### src/telnet_option_negotiator_defines.svh
// ----------------------------------------------------------------------------
// telnet_option_negotiator_defines.svh
// Assertion macros for the TELNET option negotiator.
// ----------------------------------------------------------------------------
`ifndef TELNET_OPTION_NEGOTIATOR_DEFINES_SVH
`define TELNET_OPTION_NEGOTIATOR_DEFINES_SVH

`ifndef SYNTHESIS

// Check that a condition implies another in the same cycle
`define TNO_ASSERT_SAME(label, clk, rst_n, ante, cons, msg) \
    label: assert property (@(posedge clk) disable iff (!rst_n) (ante) |-> (cons)) \
        else $error(msg);

// Check that a condition implies another in the next cycle
`define TNO_ASSERT_NEXT(label, clk, rst_n, ante, cons, msg) \
    label: assert property (@(posedge clk) disable iff (!rst_n) (ante) |=> (cons)) \
        else $error(msg);

`else

`define TNO_ASSERT_SAME(label, clk, rst_n, ante, cons, msg)
`define TNO_ASSERT_NEXT(label, clk, rst_n, ante, cons, msg)

`endif

`endif

### src/tno_pkg.sv
// ----------------------------------------------------------------------------
// tno_pkg
// Shared codes, types and reply tables of the TELNET option negotiator.
// ----------------------------------------------------------------------------
`timescale 1ns / 1ps
`default_nettype none

package tno_pkg;

    // TELNET command codes
    localparam logic [7:0] TN_IAC  = 8'd255;
    localparam logic [7:0] TN_DONT = 8'd254;
    localparam logic [7:0] TN_DO   = 8'd253;
    localparam logic [7:0] TN_WONT = 8'd252;
    localparam logic [7:0] TN_WILL = 8'd251;
    localparam logic [7:0] TN_SB   = 8'd250;
    localparam logic [7:0] TN_SE   = 8'd240;
    localparam logic [7:0] TN_NULL = 8'd0;

    // Configuration register indexes
    localparam int unsigned CFG_INDEX_W = 2;
    localparam logic [CFG_INDEX_W-1:0] REG_ACCEPT_A = 2'd0;
    localparam logic [CFG_INDEX_W-1:0] REG_ACCEPT_B = 2'd1;

    // Reset values of the accepted options (echo, suppress go ahead)
    localparam logic [7:0] ACCEPT_A_RESET = 8'd1;
    localparam logic [7:0] ACCEPT_B_RESET = 8'd3;

    // Parser modes
    typedef enum logic [2:0] {
        MODE_IDLE    = 3'd0,
        MODE_IAC     = 3'd1,
        MODE_CMD     = 3'd2,
        MODE_SB_OPT  = 3'd3,
        MODE_SB_BODY = 3'd4,
        MODE_SB_IAC  = 3'd5
    } mode_t;

    // Negotiation verb held between IAC verb and the option byte
    typedef enum logic [1:0] {
        VERB_DO   = 2'd0,
        VERB_WILL = 2'd1,
        VERB_WONT = 2'd2,
        VERB_DONT = 2'd3
    } verb_t;

    // Output jobs handed from the parser to the emitter
    typedef enum logic [1:0] {
        JOB_SHOW1  = 2'd0,  // display arg1
        JOB_SHOW2  = 2'd1,  // display IAC, then arg1
        JOB_REPLY3 = 2'd2,  // send IAC, arg0, arg1
        JOB_REPLY6 = 2'd3   // send IAC SB arg1 0 IAC SE
    } job_kind_t;

    typedef struct packed {
        job_kind_t  kind;
        logic [7:0] arg0;
        logic [7:0] arg1;
    } job_t;

    // Queue status seen by the top level
    typedef struct packed {
        logic full;
        logic empty;
    } q_stat_t;

    localparam int unsigned STEP_W = 3;

    // Byte of a job at a given output step
    function automatic logic [7:0] job_byte(input job_t j, input logic [STEP_W-1:0] step);
        logic [7:0] b;
        b = TN_IAC;
        unique case (j.kind)
            JOB_SHOW1:  b = j.arg1;
            JOB_SHOW2:  b = (step == 3'd0) ? TN_IAC : j.arg1;
            JOB_REPLY3:
            begin
                unique case (step)
                    3'd0:    b = TN_IAC;
                    3'd1:    b = j.arg0;
                    default: b = j.arg1;
                endcase
            end
            JOB_REPLY6:
            begin
                unique case (step)
                    3'd0:    b = TN_IAC;
                    3'd1:    b = TN_SB;
                    3'd2:    b = j.arg1;
                    3'd3:    b = TN_NULL;
                    3'd4:    b = TN_IAC;
                    default: b = TN_SE;
                endcase
            end
            default:    b = j.arg1;
        endcase
        return b;
    endfunction

    // Final step of a job
    function automatic logic job_last(input job_kind_t k, input logic [STEP_W-1:0] step);
        logic l;
        l = 1'b1;
        unique case (k)
            JOB_SHOW1:  l = 1'b1;
            JOB_SHOW2:  l = (step == 3'd1);
            JOB_REPLY3: l = (step == 3'd2);
            JOB_REPLY6: l = (step == 3'd5);
            default:    l = 1'b1;
        endcase
        return l;
    endfunction

    // Reply jobs go to the peer, show jobs to the display
    function automatic logic job_peer(input job_kind_t k);
        return (k == JOB_REPLY3) || (k == JOB_REPLY6);
    endfunction

endpackage

`default_nettype wire

### src/tno_parser.sv
// ----------------------------------------------------------------------------
// tno_parser
// Front end: accepts received bytes, tracks the command state and posts one
// output job for every byte that causes results.
// ----------------------------------------------------------------------------
`timescale 1ns / 1ps
`default_nettype none

module tno_parser
(
    input  wire                           clk,
    input  wire                           rst_n,
    input  wire                           in_valid,
    output logic                          in_ready,
    input  wire  [7:0]                    in_byte,
    input  wire                           cfg_valid,
    output logic                          cfg_ready,
    input  wire  [tno_pkg::CFG_INDEX_W-1:0] cfg_index,
    input  wire  [7:0]                    cfg_data,
    output logic                          push,
    input  wire                           push_ready,
    output tno_pkg::job_t                 push_job
);

    import tno_pkg::*;

    mode_t      mode_reg, mode_next;
    verb_t      verb_reg, verb_next;
    logic [7:0] sub_opt_reg, sub_opt_next;
    logic [7:0] accept_a_reg;
    logic [7:0] accept_b_reg;
    logic       accept;
    logic       has_job;
    logic       opt_ok;
    logic [7:0] verb_byte;

    assign cfg_ready = 1'b1;
    assign in_ready  = push_ready;
    assign accept    = in_valid && in_ready;
    assign push      = accept && has_job;

    // Store configuration writes; other indexes are dropped
    always_ff @(posedge clk or negedge rst_n)
    begin
        if (!rst_n)
        begin
            accept_a_reg <= ACCEPT_A_RESET;
            accept_b_reg <= ACCEPT_B_RESET;
        end
        else if (cfg_valid)
        begin
            if (cfg_index == REG_ACCEPT_A)
                accept_a_reg <= cfg_data;
            else if (cfg_index == REG_ACCEPT_B)
                accept_b_reg <= cfg_data;
        end
    end

    // Advance the parser on each transfer
    always_ff @(posedge clk or negedge rst_n)
    begin
        if (!rst_n)
        begin
            mode_reg    <= MODE_IDLE;
            verb_reg    <= VERB_DO;
            sub_opt_reg <= 8'd0;
        end
        else if (accept)
        begin
            mode_reg    <= mode_next;
            verb_reg    <= verb_next;
            sub_opt_reg <= sub_opt_next;
        end
    end

    // Next state
    always_comb
    begin
        mode_next    = MODE_IDLE;
        verb_next    = verb_reg;
        sub_opt_next = sub_opt_reg;
        unique case (mode_reg)
            MODE_IDLE:
                mode_next = (in_byte == TN_IAC) ? MODE_IAC : MODE_IDLE;
            MODE_IAC:
            begin
                priority if (in_byte == TN_DO)
                begin
                    mode_next = MODE_CMD;
                    verb_next = VERB_DO;
                end
                else if (in_byte == TN_WILL)
                begin
                    mode_next = MODE_CMD;
                    verb_next = VERB_WILL;
                end
                else if (in_byte == TN_WONT)
                begin
                    mode_next = MODE_CMD;
                    verb_next = VERB_WONT;
                end
                else if (in_byte == TN_DONT)
                begin
                    mode_next = MODE_CMD;
                    verb_next = VERB_DONT;
                end
                else if (in_byte == TN_SB)
                    mode_next = MODE_SB_OPT;
                else if (in_byte == TN_IAC)
                    mode_next = MODE_IAC;
                else
                    mode_next = MODE_IDLE;
            end
            MODE_CMD:
                mode_next = MODE_IDLE;
            MODE_SB_OPT:
            begin
                sub_opt_next = in_byte;
                mode_next    = (in_byte == TN_IAC) ? MODE_SB_IAC : MODE_SB_BODY;
            end
            MODE_SB_BODY:
                mode_next = (in_byte == TN_IAC) ? MODE_SB_IAC : MODE_SB_BODY;
            MODE_SB_IAC:
            begin
                priority if (in_byte == TN_SE)
                    mode_next = MODE_IDLE;
                else if (in_byte == TN_IAC)
                    mode_next = MODE_SB_IAC;
                else
                    mode_next = MODE_SB_BODY;
            end
            default:
                mode_next = (in_byte == TN_IAC) ? MODE_IAC : MODE_IDLE;
        endcase
    end

    // Pick the reply verb for a negotiation
    always_comb
    begin
        opt_ok = (in_byte == accept_a_reg) || (in_byte == accept_b_reg);
        unique case (verb_reg)
            VERB_DO:   verb_byte = opt_ok ? TN_WILL : TN_WONT;
            VERB_WILL: verb_byte = opt_ok ? TN_DO : TN_DONT;
            VERB_WONT: verb_byte = TN_DONT;
            VERB_DONT: verb_byte = TN_WONT;
            default:   verb_byte = TN_WONT;
        endcase
    end

    // Output job
    always_comb
    begin
        has_job       = 1'b0;
        push_job.kind = JOB_SHOW1;
        push_job.arg0 = verb_byte;
        push_job.arg1 = in_byte;
        unique case (mode_reg)
            MODE_IAC:
            begin
                if ((in_byte != TN_DO) && (in_byte != TN_WILL) && (in_byte != TN_WONT)
                    && (in_byte != TN_DONT) && (in_byte != TN_SB))
                begin
                    has_job       = 1'b1;
                    // A doubled IAC shows one IAC and waits for the next byte
                    push_job.kind = (in_byte == TN_IAC) ? JOB_SHOW1 : JOB_SHOW2;
                end
            end
            MODE_CMD:
            begin
                has_job       = 1'b1;
                push_job.kind = JOB_REPLY3;
            end
            MODE_SB_OPT, MODE_SB_BODY:
                has_job = 1'b0;
            MODE_SB_IAC:
            begin
                has_job       = (in_byte == TN_SE);
                push_job.kind = JOB_REPLY6;
                push_job.arg1 = sub_opt_reg;
            end
            default:
                has_job = (in_byte != TN_IAC);
        endcase
    end

endmodule

`default_nettype wire

### src/tno_queue.sv
// ----------------------------------------------------------------------------
// tno_queue
// Short first-word-fall-through queue of output jobs between the parser and
// the emitter.
// ----------------------------------------------------------------------------
`timescale 1ns / 1ps
`default_nettype none

module tno_queue #(
    parameter int unsigned DEPTH = 4
)
(
    input  wire               clk,
    input  wire               rst_n,
    input  wire               push,
    output logic              push_ready,
    input  tno_pkg::job_t     push_job,
    output logic              pop_valid,
    input  wire               pop,
    output tno_pkg::job_t     pop_job,
    output tno_pkg::q_stat_t  stat
);

    import tno_pkg::*;

    localparam int unsigned PTR_W = (DEPTH > 1) ? $clog2(DEPTH) : 1;
    localparam int unsigned CNT_W = $clog2(DEPTH + 1);
    localparam logic [PTR_W-1:0] PTR_LAST = PTR_W'(DEPTH - 1);
    localparam logic [CNT_W-1:0] CNT_FULL = CNT_W'(DEPTH);

    job_t             mem [DEPTH];
    logic [PTR_W-1:0] wr_ptr_reg;
    logic [PTR_W-1:0] rd_ptr_reg;
    logic [CNT_W-1:0] count_reg;
    logic             do_push;
    logic             do_pop;

    assign stat.full  = (count_reg == CNT_FULL);
    assign stat.empty = (count_reg == '0);
    assign push_ready = !stat.full;
    assign pop_valid  = !stat.empty;
    assign do_push    = push && push_ready;
    assign do_pop     = pop && pop_valid;
    assign pop_job    = mem[rd_ptr_reg];

    // Write the job storage
    always_ff @(posedge clk)
    begin
        if (do_push)
            mem[wr_ptr_reg] <= push_job;
    end

    // Advance pointers and fill count
    always_ff @(posedge clk or negedge rst_n)
    begin
        if (!rst_n)
        begin
            wr_ptr_reg <= '0;
            rd_ptr_reg <= '0;
            count_reg  <= '0;
        end
        else
        begin
            if (do_push)
                wr_ptr_reg <= (wr_ptr_reg == PTR_LAST) ? '0 : wr_ptr_reg + 1'b1;
            if (do_pop)
                rd_ptr_reg <= (rd_ptr_reg == PTR_LAST) ? '0 : rd_ptr_reg + 1'b1;
            if (do_push && !do_pop)
                count_reg <= count_reg + 1'b1;
            else if (do_pop && !do_push)
                count_reg <= count_reg - 1'b1;
        end
    end

endmodule

`default_nettype wire

### src/tno_emitter.sv
// ----------------------------------------------------------------------------
// tno_emitter
// Back end: expands queued jobs into output bytes, one per cycle while the
// receiver is ready, through an output register.
// ----------------------------------------------------------------------------
`timescale 1ns / 1ps
`default_nettype none

module tno_emitter
(
    input  wire            clk,
    input  wire            rst_n,
    input  wire            job_valid,
    output logic           job_pop,
    input  tno_pkg::job_t  job,
    output logic           out_valid,
    input  wire            out_ready,
    output logic [7:0]     out_byte,
    output logic           out_peer,
    output logic           out_last
);

    import tno_pkg::*;

    logic [STEP_W-1:0] step_reg;
    logic              valid_reg;
    logic [7:0]        byte_reg;
    logic              peer_reg;
    logic              last_reg;
    logic              load;
    logic              step_last;

    assign load      = job_valid && (!valid_reg || out_ready);
    assign step_last = job_last(job.kind, step_reg);
    assign job_pop   = load && step_last;

    assign out_valid = valid_reg;
    assign out_byte  = byte_reg;
    assign out_peer  = peer_reg;
    assign out_last  = last_reg;

    // Track the step within the current job and the output valid
    always_ff @(posedge clk or negedge rst_n)
    begin
        if (!rst_n)
        begin
            step_reg  <= '0;
            valid_reg <= 1'b0;
        end
        else
        begin
            if (load)
                step_reg <= step_last ? '0 : step_reg + 1'b1;
            if (load)
                valid_reg <= 1'b1;
            else if (out_ready)
                valid_reg <= 1'b0;
        end
    end

    // Load the next output byte
    always_ff @(posedge clk)
    begin
        if (load)
        begin
            byte_reg <= job_byte(job, step_reg);
            peer_reg <= job_peer(job.kind);
            last_reg <= step_last;
        end
    end

endmodule

`default_nettype wire

### src/telnet_option_negotiator.sv
// ----------------------------------------------------------------------------
// telnet_option_negotiator
// TELNET option negotiator: splits received bytes into display bytes and
// reply bytes for the peer.
// ----------------------------------------------------------------------------
// One received byte is taken per cycle while the job queue has room. A byte
// that causes output posts one job; the emitter plays each job out at one
// byte per cycle while the receiver is ready (one byte for plain data, two
// for an IAC before a non-command byte, three for a negotiation reply, six
// for a subnegotiation reply), so the sustained input rate is one byte per
// cycle for plain data while the receiver is ready and is set by the emitter's
// output rate when replies pile up in the QUEUE_DEPTH-entry queue. Results
// pass through the job queue and the emitter's output register. Configuration
// writes are always taken; indexes other than 0 and 1 are ignored.
`timescale 1ns / 1ps
`default_nettype none
`include "telnet_option_negotiator_defines.svh"

module telnet_option_negotiator #(
    parameter int unsigned QUEUE_DEPTH = 4
)
(
    input  wire                             clk,
    input  wire                             rst_n,
    // Received bytes; s_tdata: [7:0] data_byte
    input  wire                             s_tvalid,
    output logic                            s_tready,
    input  wire  [7:0]                      s_tdata,
    // Results; m_tdata: [7:0] out_byte
    output logic                            m_tvalid,
    input  wire                             m_tready,
    output logic [7:0]                      m_tdata,
    // m_tuser: [0] to_peer
    output logic [0:0]                      m_tuser,
    output logic                            m_tlast,
    // Configuration writes
    input  wire                             cfg_valid,
    output logic                            cfg_ready,
    input  wire  [tno_pkg::CFG_INDEX_W-1:0] cfg_index,
    input  wire  [7:0]                      cfg_data
);

    import tno_pkg::*;

    logic    q_push;
    logic    q_push_ready;
    job_t    q_push_job;
    logic    q_pop_valid;
    logic    q_pop;
    job_t    q_pop_job;
    q_stat_t q_stat;
    logic    out_peer;

    // Parse received bytes into jobs
    tno_parser u_parser
    (
        .clk        (clk),
        .rst_n      (rst_n),
        .in_valid   (s_tvalid),
        .in_ready   (s_tready),
        .in_byte    (s_tdata),
        .cfg_valid  (cfg_valid),
        .cfg_ready  (cfg_ready),
        .cfg_index  (cfg_index),
        .cfg_data   (cfg_data),
        .push       (q_push),
        .push_ready (q_push_ready),
        .push_job   (q_push_job)
    );

    // Buffer jobs between front and back
    tno_queue #(
        .DEPTH (QUEUE_DEPTH)
    ) u_queue
    (
        .clk        (clk),
        .rst_n      (rst_n),
        .push       (q_push),
        .push_ready (q_push_ready),
        .push_job   (q_push_job),
        .pop_valid  (q_pop_valid),
        .pop        (q_pop),
        .pop_job    (q_pop_job),
        .stat       (q_stat)
    );

    // Play jobs out as output transfers
    tno_emitter u_emitter
    (
        .clk       (clk),
        .rst_n     (rst_n),
        .job_valid (q_pop_valid),
        .job_pop   (q_pop),
        .job       (q_pop_job),
        .out_valid (m_tvalid),
        .out_ready (m_tready),
        .out_byte  (m_tdata),
        .out_peer  (out_peer),
        .out_last  (m_tlast)
    );

    assign m_tuser[0] = out_peer;

    // Checks
    `TNO_ASSERT_SAME(a_no_push_when_full, clk, rst_n, q_stat.full, !q_push, "push into full queue")
    `TNO_ASSERT_SAME(a_no_pop_when_empty, clk, rst_n, q_stat.empty, !q_pop, "pop from empty queue")
    `TNO_ASSERT_NEXT(a_pop_marks_last, clk, rst_n, q_pop, m_tvalid && m_tlast, "job end not marked last")

endmodule

`default_nettype wire

### config.mk
export PLATFORM = sky130hd
export DESIGN_NAME = telnet_option_negotiator
export DESIGN_NICKNAME = d
export VERILOG_FILES = /design/src/tno_pkg.sv /design/src/tno_parser.sv /design/src/tno_queue.sv /design/src/tno_emitter.sv /design/src/telnet_option_negotiator.sv
export VERILOG_INCLUDE_DIRS = /design/src /design/src/src
export SDC_FILE = /design/constraint.sdc
export NUM_CORES = 1
export LEC_CHECK = 0
export BUFFER_PORTS_ARGS = -buffer_cell sky130_fd_sc_hd__buf_4
export CORE_MARGIN = 2
export CORE_UTILIZATION = 44
export CTS_CLUSTER_SIZE = 30
export DETAILED_ROUTE_END_ITERATION = 7
export RECOVER_POWER = 50
export SLEW_MARGIN = 10
export SYNTH_ARGS = -nofsm -noshare
export SYNTH_HDL_FRONTEND = slang
export SYNTH_SLANG_ARGS = --single-unit
### constraint.sdc
create_clock -name clk -period 3.1 [get_ports clk]
set_clock_uncertainty 0.2 [all_clocks]
set_input_delay 0.465 -clock clk [delete_from_list [all_inputs] [get_ports clk]]
set_output_delay 0.465 -clock clk [all_outputs]
set_load 0.05 [all_outputs]
==> key figures <==
Run status
  • Status: complete, no violations

Drt
  • Final wirelength: 8.26 mm
  • Vias: 2,763
  • DRT iter0 DRCs: 103
  • Antenna-violating nets left: 0
  • DRC viols: 0
  • DRT Pass-1 Iters: 4
  • WL/cell: 15.9 um
  • Drt via density: 5.31

Final layout
  • Post-layout util: 50.2%
  • Most flop-heavy register: u_queue.mem
  • Layout cells sized above 1: 26.3%
  • Layout area overhead: 12.5%
  • Ant. Diodes: 0
  • Nets: 410
  • Largest register FFs: 52
  • Layout fillers: 962

Synth
  • Dominant cell type by area after synthesis: edfxtp_1
  • Top-count cell post-synth: edfxtp_1
  • Synth top area cells: edfxtp_1, dfrtp_1, mux2_2, mux4_2, xor2_1
  • EDFF count, synth: 62
  • Post-synthesis sequential area ratio: 60.1%
  • YS warnings: 0
  • Synth top cells by count: edfxtp_1, dfrtp_1, mux2_2
  • Ys async rst share: 39.2%
  • Most used flip-flop cell after synthesis: edfxtp_1
  • Netlist cell types: 56
  • Synthesized area: 4770 sq um
  • Syn_nets: 366
  • Syn Inst Count: 331
  • Post-synth top area share: 39.0%
  • Mean post-synth cell area: 14.4 sq um
  • Number of synthesized register bits: 102

Clock tree
  • TritonCTS clock tree: yes
  • Total CTS buffers: 9
  • CTS clock-pin slew for the worst setup and hold paths: 0.10 ns
  • Clk_lat worst skew: 0.36 ns
  • Post-CTS Setup Bufs: 0
  • CTS H-tree lvls: 3
  • CTS Sinks: 102
  • Root Buffer: clkbuf_8
  • Clock Tree Buf Depth: 2

Setup path
  • R2R cell count: 11
  • CP max-delay cell: mux4_2
  • Buffers plus inverters on the worst setup path: 2
  • WP depth: 11
  • WS Path Type: register to register
  • CP Capture Type: register
  • Crit-path max FO: 16
  • Critical Path RT: 3.19 ns
  • Max incr delay on CP: 0.54 ns
  • Arrival time at the worst endpoint: 2.96 ns
  • Worst Setup Start Kind: register
  • Most common cell on crit path: xor2_1
  • CP cell instances: mux4_2 -> buf_4 -> nand4_1 -> o221ai_2 -> nand2_4 -> ha_1 -> inv_1 -> fa_1 -> xor2_1 -> nor2_1 -> xor2_1
  • Crit path max-delay family: adder cells

Job
  • # Max-Cap Violations: 0

Die
  • Die X: 108 um
  • Starting Density: 44.6%
  • Site Rows: 38
  • Core ar.: 10,700 sq um
  • Vert. Die Dim: 108 um
  • Die area: 11,700 sq um
  • IO Pins: 36

Placement
  • Hpwl dp: 5.82 mm
  • Routability Congestion: 0.883
  • Pre-CTS WS: 0.132 ns
  • Number of I/O port buffers: 34

STA
  • Setup_tns: 0 ns
  • Worst Slack Setup Final: 0.230 ns
  • Fin crit share: 92.6%
  • Pins Over Slew Limit: 0
  • Fin. Hold Viols: 0
  • RSZ-0062 raised after global routing: false
  • Worst-Margin Slew: 1.04 ns
  • Minimum clock period: 2.87 ns
  • Peak Freq: 348 MHz
  • Max_slew headroom: 30.9%
  • Setup-failing EPs final: 0

Power and ir drop
  • VDD IR-drop max: 0.425 mV
  • PD cells: 850 nW/um^2
  • Leakage: 0.00203 uW

Global route
  • Vias in the first global route: 2,828
  • Largest net degree at the start of global routing: 41
  • GR Util met1: 19.5%
  • M3 GR Usage: 2.77%
  • Total grt overflow: 0
  • Met2 usage in global routing: 27.0%
  • First-pass GRT wire length: 13.9 mm
  • Global-route usage over all layers: 15.7%
  • Gr busiest metal: met2
  • Initial antenna violation count: 0

Hold path
  • Hold Path Class: input port to register
  • Hold Path Cell Cnt: 2
[routing by layer]
metal  wire length (um)  vias to the layer above  part of all wire (%)
li1                   -                     1333                     -
met1               3660                     1357                    44
met2               4130                       59                    50
met3                296                       14                   3.6
met4                175                        0                   2.1
met5                  0                        -                     0
[power by group]
part / switching [uW] / internal (uW)
clock network: 475 / 310
logic: 1060 / 747
registers: 161 / 1810
[cell families (layout without fill, tap and decap cells)]
group,after synthesis,count (layout),share of synthesized area [%]
flops,102,102,60.1
compound gates,47,47,7.00
other cells,1,1,0.0786
mux,50,50,15.0
buf+inv,26,75,2.31
simple gates,71,71,8.20
fa+ha+maj,12,12,3.30
xor+xnor,22,22,4.04
[layout by cell type (no fill, tap or decap), types with 7 or more instances in the layout]
cell type   n
clkbuf_1   15
xor2_1     20
edfxtp_1   62
buf_4      30
nor4_1      7
nand2_1    11
ha_1       11
clkbuf_8    9
inv_1      12
mux4_2     13
mux2_2     30
a21oi_1    14
nor2_1     19
dfrtp_1    37
[area by class of cell]
| cell class | count | area [sq um] | share of cell area [%] |
|---|---|---|---|
| Timing Repair Buffer | 47 | 300 | 5.59 |
| Multi-Input combinational cell | 203 | 1800 | 33.5 |
| Tap cell | 140 | 175 | 3.26 |
| Inverter | 12 | 45.0 | 0.839 |
| Sequential cell | 102 | 2870 | 53.4 |
| Clock inverter | 6 | 56.3 | 1.05 |
| Clock buffer | 10 | 128 | 2.38 |
[metrics by stage]
stage	instances	area, sq um	hold slack (ns)	total power (uW)
6_report	520	5370	0.137	4560
5_1_grt	520	5370	0.120	4900
4_1_cts	520	5420	0.117	4700
3_5_place_dp	503	5230	0.277	3900
3_3_place_gp	503	5230	0.274	3880
2_1_floorplan	331	4770	-0.0306	3400
[path summary, 6_finish.rpt]
path | startpoint | end | slack (ns)
min in group asynchronous | rst_n | u_emitter.step_reg[1]$_DFFE_PN0P_ | 0.61
worst min register to register | u_queue.count_reg[2]$_DFFE_PN0P_ | u_queue.count_reg[2]$_DFFE_PN0P_ | 0.29
max in group asynchronous | rst_n | u_parser.sub_opt_reg[1]$_DFFE_PN0P_ | 1.43
worst max register to register | u_queue.rd_ptr_reg[0]$_DFFE_PN0P_ | u_queue.count_reg[2]$_DFFE_PN0P_ | 0.23
worst max-delay path | u_queue.rd_ptr_reg[0]$_DFFE_PN0P_ | u_queue.count_reg[2]$_DFFE_PN0P_ | 0.23
worst min-delay path | cfg_data[6] | u_parser.accept_b_reg[6]$_DFFE_PN0P_ | 0.14
[repair_timing]
item / 4_1_cts / 5_1_grt
hold endpoints to repair: 37 / 0
hold buffers: 1 / 0
resized for setup: 0 / 0
(Power assumes the default switching activity.)
